`src/sv/dqbd_pkg.sv`:
```
`timescale 1ns / 1ps
// ----------------------------------------------------------------------------
// dqbd_pkg
// Shared types, constants and the sigmoid lookup for the query box decoder.
// ----------------------------------------------------------------------------
package dqbd_pkg;

    localparam int CLASS_COUNT = 7;
    localparam int PAIR_COUNT  = (CLASS_COUNT + 1) / 2;
    localparam int CLS_IDX_W   = 3;

    localparam int COORD_W  = 16;
    localparam int SCALE_W  = 13;
    localparam int PROD_W   = COORD_W + SCALE_W;
    localparam int POS_W    = 18;
    localparam int EXT_W    = 17;
    localparam int CONF_W   = 16;
    localparam int FRAC_W   = 10;
    localparam int SEG_W    = 5;
    localparam int DIFF_W   = 13;
    localparam int CFG_IDX_W = 2;

    localparam logic [CFG_IDX_W-1:0] REG_NET_WIDTH  = 2'd0;
    localparam logic [CFG_IDX_W-1:0] REG_NET_HEIGHT = 2'd1;
    localparam logic [SCALE_W-1:0]   NET_SIZE_RESET = 13'd640;

    typedef logic        [COORD_W-1:0]   coord_t;
    typedef logic signed [15:0]          logit_t;
    typedef logic        [SCALE_W-1:0]   scale_t;
    typedef logic signed [POS_W-1:0]     pos_t;
    typedef logic        [EXT_W-1:0]     ext_t;
    typedef logic        [CLS_IDX_W-1:0] cls_idx_t;
    typedef logic        [CONF_W-1:0]    conf_t;

    typedef struct packed {
        coord_t centre_x;
        coord_t centre_y;
        coord_t norm_width;
        coord_t norm_height;
        logit_t [CLASS_COUNT-1:0] logit;
    } item_t;

    // sigmoid(k/4) in Q0.16, k = 0 .. 32
    function automatic conf_t sig_lut(input logic [SEG_W:0] k);
        conf_t v;
        case (k)
            6'd0:  v = 16'd32768;
            6'd1:  v = 16'd36842;
            6'd2:  v = 16'd40793;
            6'd3:  v = 16'd44511;
            6'd4:  v = 16'd47911;
            6'd5:  v = 16'd50941;
            6'd6:  v = 16'd53581;
            6'd7:  v = 16'd55834;
            6'd8:  v = 16'd57724;
            6'd9:  v = 16'd59287;
            6'd10: v = 16'd60565;
            6'd11: v = 16'd61598;
            6'd12: v = 16'd62428;
            6'd13: v = 16'd63090;
            6'd14: v = 16'd63615;
            6'd15: v = 16'd64030;
            6'd16: v = 16'd64357;
            6'd17: v = 16'd64614;
            6'd18: v = 16'd64816;
            6'd19: v = 16'd64974;
            6'd20: v = 16'd65097;
            6'd21: v = 16'd65194;
            6'd22: v = 16'd65269;
            6'd23: v = 16'd65328;
            6'd24: v = 16'd65374;
            6'd25: v = 16'd65410;
            6'd26: v = 16'd65438;
            6'd27: v = 16'd65459;
            6'd28: v = 16'd65476;
            6'd29: v = 16'd65489;
            6'd30: v = 16'd65500;
            6'd31: v = 16'd65508;
            6'd32: v = 16'd65514;
            default: v = 16'd65514;
        endcase
        return v;
    endfunction

endpackage

```
`src/sv/detection_query_box_decoder.sv`:
```
`timescale 1ns / 1ps
// ----------------------------------------------------------------------------
// detection_query_box_decoder
// Picks the winning class of a detector query, drops it when that logit is
// negative, else gives the pixel box, class index and sigmoid confidence.
//
//   channel  dir  handshake            payload
//   s_       in   s_valid / s_ready    centre_x/y, norm_width/height, logit_0..6
//   m_       out  m_valid / m_ready    box_left/top, box_width/height_px,
//                                      class_index, confidence
//   cfg_     in   cfg_valid/cfg_ready  cfg_index, cfg_data
//
// One beat per cycle sustained while the output is not stalled; four
// register stages (multiply, round, table, interpolate) lie between an
// accepted input beat and the output beat of a kept query.
// Dropped queries leave a bubble and produce no output beat.
// Reset restores net_width and net_height to 640 and empties the pipeline.
// A stalled output holds the whole pipeline; a one-beat input skid buffer
// keeps s_ready registered. cfg_ready is always high.
// ----------------------------------------------------------------------------
module detection_query_box_decoder (
    input  logic                          aclk,
    input  logic                          aresetn,

    input  logic                          s_valid,
    output logic                          s_ready,
    input  dqbd_pkg::coord_t              s_centre_x,
    input  dqbd_pkg::coord_t              s_centre_y,
    input  dqbd_pkg::coord_t              s_norm_width,
    input  dqbd_pkg::coord_t              s_norm_height,
    input  dqbd_pkg::logit_t              s_logit_0,
    input  dqbd_pkg::logit_t              s_logit_1,
    input  dqbd_pkg::logit_t              s_logit_2,
    input  dqbd_pkg::logit_t              s_logit_3,
    input  dqbd_pkg::logit_t              s_logit_4,
    input  dqbd_pkg::logit_t              s_logit_5,
    input  dqbd_pkg::logit_t              s_logit_6,

    output logic                          m_valid,
    input  logic                          m_ready,
    output dqbd_pkg::pos_t                m_box_left,
    output dqbd_pkg::pos_t                m_box_top,
    output dqbd_pkg::ext_t                m_box_width_px,
    output dqbd_pkg::ext_t                m_box_height_px,
    output dqbd_pkg::cls_idx_t            m_class_index,
    output dqbd_pkg::conf_t               m_confidence,

    input  logic                          cfg_valid,
    output logic                          cfg_ready,
    input  logic [dqbd_pkg::CFG_IDX_W-1:0] cfg_index,
    input  dqbd_pkg::scale_t              cfg_data
);
    import dqbd_pkg::*;

    scale_t net_width_reg;
    scale_t net_height_reg;

    item_t port_item;
    item_t skid_reg;
    logic  skid_full_reg;
    logic  skid_full_next;
    item_t cur_item;
    logic  cur_valid;
    logic  adv;

    logic v1_reg, v2_reg, v3_reg, m_valid_reg;

    pos_t     lane_x_pos, lane_y_pos;
    ext_t     lane_x_ext, lane_y_ext;
    logit_t   best_val;
    cls_idx_t best_idx;
    conf_t    conf;

    pos_t     left3_reg, top3_reg;
    ext_t     wid3_reg, hgt3_reg;
    cls_idx_t idx3_reg;
    pos_t     left_reg, top_reg;
    ext_t     wid_reg, hgt_reg;
    cls_idx_t idx_reg;

    // configuration
    assign cfg_ready = 1'b1;

    always_ff @(posedge aclk) begin
        if (!aresetn) begin
            net_width_reg  <= NET_SIZE_RESET;
            net_height_reg <= NET_SIZE_RESET;
        end else if (cfg_valid) begin
            case (cfg_index)
                REG_NET_WIDTH:  net_width_reg  <= cfg_data;
                REG_NET_HEIGHT: net_height_reg <= cfg_data;
                default: ;
            endcase
        end
    end

    // input skid
    assign port_item = '{centre_x:    s_centre_x,
                         centre_y:    s_centre_y,
                         norm_width:  s_norm_width,
                         norm_height: s_norm_height,
                         logit:       {s_logit_6, s_logit_5, s_logit_4, s_logit_3,
                                       s_logit_2, s_logit_1, s_logit_0}};

    assign adv       = !m_valid_reg || m_ready;
    assign s_ready   = !skid_full_reg;
    assign cur_item  = skid_full_reg ? skid_reg : port_item;
    assign cur_valid = skid_full_reg || s_valid;

    always_comb begin
        skid_full_next = skid_full_reg;
        if (adv) begin
            skid_full_next = 1'b0;
        end else if (s_valid && s_ready) begin
            skid_full_next = 1'b1;
        end
    end

    always_ff @(posedge aclk) begin
        if (!adv && s_valid && s_ready) begin
            skid_reg <= port_item;
        end
    end

    // lanes and merge tree
    dqbd_box_lane u_lane_x (
        .aclk   (aclk),
        .adv    (adv),
        .centre (cur_item.centre_x),
        .extent (cur_item.norm_width),
        .scale  (net_width_reg),
        .pos_q4 (lane_x_pos),
        .ext_q4 (lane_x_ext)
    );

    dqbd_box_lane u_lane_y (
        .aclk   (aclk),
        .adv    (adv),
        .centre (cur_item.centre_y),
        .extent (cur_item.norm_height),
        .scale  (net_height_reg),
        .pos_q4 (lane_y_pos),
        .ext_q4 (lane_y_ext)
    );

    dqbd_argmax u_argmax (
        .aclk     (aclk),
        .adv      (adv),
        .logit    (cur_item.logit),
        .best_val (best_val),
        .best_idx (best_idx)
    );

    dqbd_sigmoid u_sigmoid (
        .aclk (aclk),
        .adv  (adv),
        .x    (best_val),
        .conf (conf)
    );

    // control
    always_ff @(posedge aclk) begin
        if (!aresetn) begin
            skid_full_reg <= 1'b0;
            v1_reg        <= 1'b0;
            v2_reg        <= 1'b0;
            v3_reg        <= 1'b0;
            m_valid_reg   <= 1'b0;
        end else begin
            skid_full_reg <= skid_full_next;
            if (adv) begin
                v1_reg      <= cur_valid;
                v2_reg      <= v1_reg;
                // negative winner: query dropped here
                v3_reg      <= v2_reg && !best_val[15];
                m_valid_reg <= v3_reg;
            end
        end
    end

    // box and class alignment with the sigmoid stages
    always_ff @(posedge aclk) begin
        if (adv) begin
            left3_reg <= lane_x_pos;
            top3_reg  <= lane_y_pos;
            wid3_reg  <= lane_x_ext;
            hgt3_reg  <= lane_y_ext;
            idx3_reg  <= best_idx;
            left_reg  <= left3_reg;
            top_reg   <= top3_reg;
            wid_reg   <= wid3_reg;
            hgt_reg   <= hgt3_reg;
            idx_reg   <= idx3_reg;
        end
    end

    assign m_valid         = m_valid_reg;
    assign m_box_left      = left_reg;
    assign m_box_top       = top_reg;
    assign m_box_width_px  = wid_reg;
    assign m_box_height_px = hgt_reg;
    assign m_class_index   = idx_reg;
    assign m_confidence    = conf;

endmodule

```
`src/sv/dqbd_box_lane.sv`:
```
`timescale 1ns / 1ps
// ----------------------------------------------------------------------------
// dqbd_box_lane
// One axis of the box: scales centre and size by the network size and
// gives the leading edge and extent in pixels with 4 fraction bits.
// ----------------------------------------------------------------------------
module dqbd_box_lane (
    input  logic            aclk,
    input  logic            adv,
    input  dqbd_pkg::coord_t centre,
    input  dqbd_pkg::coord_t extent,
    input  dqbd_pkg::scale_t scale,
    output dqbd_pkg::pos_t  pos_q4,
    output dqbd_pkg::ext_t  ext_q4
);
    import dqbd_pkg::*;

    logic [PROD_W-1:0] cs_reg;
    logic [PROD_W-1:0] ds_reg;
    logic signed [31:0] num;
    logic signed [31:0] num_rnd;
    logic signed [18:0] quot;
    logic [PROD_W:0]    ds_rnd;
    logic [PROD_W-12:0] ext_full;
    pos_t pos_reg;
    pos_t pos_next;
    ext_t ext_reg;
    ext_t ext_next;

    always_ff @(posedge aclk) begin
        if (adv) begin
            cs_reg  <= PROD_W'(centre) * PROD_W'(scale);
            ds_reg  <= PROD_W'(extent) * PROD_W'(scale);
            pos_reg <= pos_next;
            ext_reg <= ext_next;
        end
    end

    always_comb begin
        // 2*c*S - d*S, rounded half up at bit 13
        num     = $signed({2'b00, cs_reg, 1'b0}) - $signed({3'b000, ds_reg});
        num_rnd = num + 32'sd4096;
        quot    = num_rnd[31:13];
        if (quot > 19'sd131071) begin
            pos_next = {1'b0, {(POS_W-1){1'b1}}};
        end else if (quot < -19'sd131072) begin
            pos_next = {1'b1, {(POS_W-1){1'b0}}};
        end else begin
            pos_next = quot[POS_W-1:0];
        end

        ds_rnd   = {1'b0, ds_reg} + (PROD_W+1)'(2048);
        ext_full = ds_rnd[PROD_W:12];
        if (ext_full[PROD_W-12:EXT_W] != '0) begin
            ext_next = {EXT_W{1'b1}};
        end else begin
            ext_next = ext_full[EXT_W-1:0];
        end
    end

    assign pos_q4 = pos_reg;
    assign ext_q4 = ext_reg;

endmodule

```
`src/sv/dqbd_argmax.sv`:
```
`timescale 1ns / 1ps
// ----------------------------------------------------------------------------
// dqbd_argmax
// Two-level registered compare tree over the class logits; the lower index
// wins a tie at every node.
// ----------------------------------------------------------------------------
module dqbd_argmax (
    input  logic                                       aclk,
    input  logic                                       adv,
    input  dqbd_pkg::logit_t [dqbd_pkg::CLASS_COUNT-1:0] logit,
    output dqbd_pkg::logit_t                           best_val,
    output dqbd_pkg::cls_idx_t                         best_idx
);
    import dqbd_pkg::*;

    logit_t   [PAIR_COUNT-1:0] pv_reg;
    logit_t   [PAIR_COUNT-1:0] pv_next;
    cls_idx_t [PAIR_COUNT-1:0] pi_reg;
    cls_idx_t [PAIR_COUNT-1:0] pi_next;
    logit_t   val_reg;
    logit_t   val_next;
    cls_idx_t idx_reg;
    cls_idx_t idx_next;

    always_comb begin
        for (int p = 0; p < PAIR_COUNT; p++) begin
            pv_next[p] = logit[2*p];
            pi_next[p] = CLS_IDX_W'(2*p);
            if (2*p + 1 < CLASS_COUNT) begin
                if (logit[2*p+1] > logit[2*p]) begin
                    pv_next[p] = logit[2*p+1];
                    pi_next[p] = CLS_IDX_W'(2*p + 1);
                end
            end
        end
    end

    // candidates are in index order, so strict greater keeps the first
    always_comb begin
        val_next = pv_reg[0];
        idx_next = pi_reg[0];
        for (int p = 1; p < PAIR_COUNT; p++) begin
            if (pv_reg[p] > val_next) begin
                val_next = pv_reg[p];
                idx_next = pi_reg[p];
            end
        end
    end

    always_ff @(posedge aclk) begin
        if (adv) begin
            pv_reg  <= pv_next;
            pi_reg  <= pi_next;
            val_reg <= val_next;
            idx_reg <= idx_next;
        end
    end

    assign best_val = val_reg;
    assign best_idx = idx_reg;

endmodule

```
`src/sv/dqbd_sigmoid.sv`:
```
`timescale 1ns / 1ps
// ----------------------------------------------------------------------------
// dqbd_sigmoid
// Sigmoid of a non-negative Q4.12 logit: table segment of 1/4 then
// linear interpolation over the low 10 bits. Two register stages.
// ----------------------------------------------------------------------------
module dqbd_sigmoid (
    input  logic              aclk,
    input  logic              adv,
    input  dqbd_pkg::logit_t  x,
    output dqbd_pkg::conf_t   conf
);
    import dqbd_pkg::*;

    logic [SEG_W-1:0]  seg;
    conf_t             lo_tab;
    conf_t             hi_tab;
    conf_t             diff_full;
    conf_t             lo_reg;
    logic [DIFF_W-1:0] diff_reg;
    logic [FRAC_W-1:0] frac_reg;
    logic [DIFF_W+FRAC_W-1:0] prod;
    logic [DIFF_W+FRAC_W-1:0] prod_rnd;
    conf_t             conf_reg;
    conf_t             conf_next;

    always_comb begin
        seg       = x[14:FRAC_W];
        lo_tab    = sig_lut({1'b0, seg});
        hi_tab    = sig_lut({1'b0, seg} + (SEG_W+1)'(1));
        diff_full = hi_tab - lo_tab;
        prod      = (DIFF_W+FRAC_W)'(diff_reg) * (DIFF_W+FRAC_W)'(frac_reg);
        prod_rnd  = prod + (DIFF_W+FRAC_W)'(512);
        conf_next = lo_reg + CONF_W'(prod_rnd[DIFF_W+FRAC_W-1:FRAC_W]);
    end

    always_ff @(posedge aclk) begin
        if (adv) begin
            lo_reg   <= lo_tab;
            diff_reg <= diff_full[DIFF_W-1:0];
            frac_reg <= x[FRAC_W-1:0];
            conf_reg <= conf_next;
        end
    end

    assign conf = conf_reg;

endmodule
```
`config.mk`:
```
export PLATFORM = sky130hd
export DESIGN_NAME = detection_query_box_decoder
export DESIGN_NICKNAME = d
export VERILOG_FILES = /design/src/sv/dqbd_pkg.sv /design/src/sv/detection_query_box_decoder.sv /design/src/sv/dqbd_box_lane.sv /design/src/sv/dqbd_argmax.sv /design/src/sv/dqbd_sigmoid.sv
export SDC_FILE = /design/constraint.sdc
export NUM_CORES = 2
export LEC_CHECK = 0
export BUFFER_PORTS_ARGS = -buffer_cell sky130_fd_sc_hd__buf_2
export CAP_MARGIN = 20
export CELL_PAD_IN_SITES_DETAIL_PLACEMENT = 1
export CELL_PAD_IN_SITES_GLOBAL_PLACEMENT = 2
export CORE_UTILIZATION = 30
export DETAILED_ROUTE_END_ITERATION = 8
export PLACE_DENSITY = 0.61
export REMOVE_ABC_BUFFERS = 1
export SKIP_CTS_REPAIR_TIMING = 1
export SKIP_LAST_GASP = 1
export SYNTH_ARGS = -nofsm -noshare
export SYNTH_HDL_FRONTEND = slang
export SYNTH_SLANG_ARGS = --single-unit
```
`constraint.sdc`:
```
create_clock -name aclk -period 21 [get_ports aclk]
set_input_delay 4.2 -clock aclk [delete_from_list [all_inputs] [get_ports aclk]]
set_output_delay 4.2 -clock aclk [all_outputs]
set_load 0.005 [all_outputs]
```
==> run metrics <==
Critical Path Slowest Stage Cell=a2111oi_0; Iter 0 DRT Violations=1747; Worst path top cell family by delay=adder cells; worst reg2reg startpoint=u_argmax.pv_reg[31]; GRT Util Overall=0.167; largest net degree at the start of global routing=112; # IOs=288; most common cell after layout, fill and taps aside=inv_1; end of the worst hold path=u_sigmoid.lo_reg[14]; Simple-Gate Fraction of Synth Area=0.134; gpl congestion=0.779; Layout area overhead=11.9%; die area=211000 sq um; most frequent cells in the layout=894 x inv_1, 811 x nand2_1, 704 x fa_1; Worst Hold Class=flip-flop to flip-flop; clk sinks=694; latest clock arrival within the worst-skew pair=760 ps; setup slack, reg-to-reg=11670 ps; synth unique cells=97; final hold viol count=0; Final ANT Viol Nets=0; Initial Util=0.302; Startpoint Class=input pin; CTS buffer count=89; top cell type's share of synthesized area=0.311; post-synthesis mux area share=0.0389; vias=42000; WP data required=21500 ps; Rel. slew slack=0.261; Syn Area/Cell=10.6 sq um; H-tree Lvls=3; vias in the first global route=46700; Largest stage delay, worst path=690 ps; Yosys reg bits=694; XOR/XNOR Fraction of Synth Area=0.0288; number of detailed-route iterations in the first pass=7; reg2reg end=u_sigmoid.lo_tab[8]; hold_sp=u_sigmoid.lo_tab[14]; adder-cell share of the synthesized area=0.336; DR vias/cell=4.68; CP Cell Sequence=buf_2, mux2_2, nand2_1, fa_1, inv_1, fa_1, fa_1, inv_1, fa_1, fa_1, inv_1, ha_1, nor2b_1, o21a_1, o311a_1, a2111oi_0, o31ai_1, o41a_1, a41o_1, o41a_1, a21o_1, a21oi_1, xnor2_1; Main synth FF type=edfxtp_1; site row count=167; reg2reg path depth=33; I/O Buffers=286; Synth Area in Compound Gates=0.0685; first-pass GRT wire length=273 mm; run status=finished clean; Worst path depth=23; overflow left after global routing=0; initial antenna violation count=26; post-synth top area cell=edfxtp_1; Netlist Area Pre-Place=62700 sq um; CP max FO=13; TritonCTS clock tree=built; main area contributors after synthesis=edfxtp_1 31%, fa_1 22%, ha_1 11%, inv_1 5.4%, nand2_1 4.9%; CTS Buffer Depth=3; wirelength, routed=172 mm; Achievable Freq=0.0964 GHz; actual slew at the worst max-slew pin=1110 ps; CP arrival=10870 ps; Tcrit/Tclk final=0.494; Synth Instances=5920; max_cap viols=0; most frequent CP cell=fa_1; skew final=47.4 ps; nets@finish=7555; Root Driver=clkbuf_16; post-route minimum period=10370 ps; # DRC=0; Die Height=459 microns; HPWL after DPL=134 mm; Async S/R FF share, synth=0; RSZ-0062 raised after global routing=no; Reg clk slew, reported paths=60 ps; CP Capture Type=flip-flop; WL per Instance=19.2 microns; Final setup viols=0; register area share after synthesis=0.325; Buf/Inv on CP=4; max-slew violations=0; setup TNS=0 ps; largest family of logic cells by synthesized area=adder cells; chip width=459 microns; Core ar.=207000 sq um; Worst Hold Depth=0; EDFF count, synth=648; Fillers=23200; Yosys warnings=0; fraction of layout cells with a size suffix above 1=0.102; Largest register FFs=176; Crit Path Class=input pin to flip-flop
## how the worst max path moves through the flow
stage	from	to
final	s_norm_height[7]	u_lane_y.ds_reg[28]
after global routing	s_norm_height[4]	u_lane_y.ds_reg[28]
after CTS	s_norm_height[7]	u_lane_y.ds_reg[28]
after detailed placement	s_norm_height[7]	u_lane_y.ds_reg[28]
after global placement	s_norm_height[6]	u_lane_y.ds_reg[28]
after floorplan	m_ready	u_sigmoid.lo_tab[4]
## worst reg2reg max path, delay by kind of cell (launching register included)
kind / cells / cell delay, ps
multiplexers: 1 / 870
adder cells (fa/ha/maj): 3 / 1000
AO/OA/AOI/OAI: 16 / 4230
AND/OR/NAND/NOR: 10 / 1830
buffers and inverters: 3 / 880
flip-flops: 1 / 400
## kinds of logic after synthesis
family / Yosys count
xor gates and xnor gates: 206
buffers and inverters: 1143
DFF: 694
adders and majority gates: 1259
and+or+nand+nor: 1742
muxes: 230
other: 1
AOI/OAI and AO/OA: 645
## synth_stat cells (all sizes together) (11+ instances only)
library cell	count
a31oi	26
xnor2	155
a21oi	159
nor2b	85
or2	20
inv	895
o31ai	16
and3	37
xor2	51
o21a	52
nor3	67
a21boi	32
dfxtp	46
a211oi	28
o211ai	16
nor2	178
o21ai	148
a21o	48
clkbuf	221
nand4	30
or3	25
nor4	11
and2	336
fa	704
nand2	812
nand2b	38
buf	27
ha	553
mux2i	131
mux2	98
o21bai	16
edfxtp	648
nand3	67
## metal layers
metal	vias to the layer above	global-route usage	wire length (microns)
li1	19800	-	-
met4	2	0.0466	4670
met1	21500	0.219	80500
met3	215	0.0192	4120
met5	-	0	13
met2	516	0.287	83200
## metrics by stage
step	cell area (sq um)	utilization	std cells	setup slack [ps]	hold WS (ps)
floorplan	61700	-	5672	4670	386
global placement	67100	0.324	8799	9730	401
detailed placement	67100	0.324	8799	9740	391
CTS	70100	0.338	8964	10560	404
global route	70100	0.338	8971	10160	405
finish	70100	0.338	8974	10630	400
## cell type report
cell class / instances / area [sq um] / share of cell area
clock inverter: 58 / 697 / 0.00994
timing repair buffer: 339 / 1830 / 0.0261
tap: 2788 / 3490 / 0.0498
antenna: 10 / 25.0 / 0.000357
multi-input combinational: 4083 / 38000 / 0.542
inverter: 895 / 3370 / 0.0480
sequential: 694 / 20400 / 0.291
clock buffer: 107 / 2320 / 0.0332
Power is left out: the tool's default activity adds up to more than one toggle a clock period on the data nets, which glitch-free logic cannot reach.
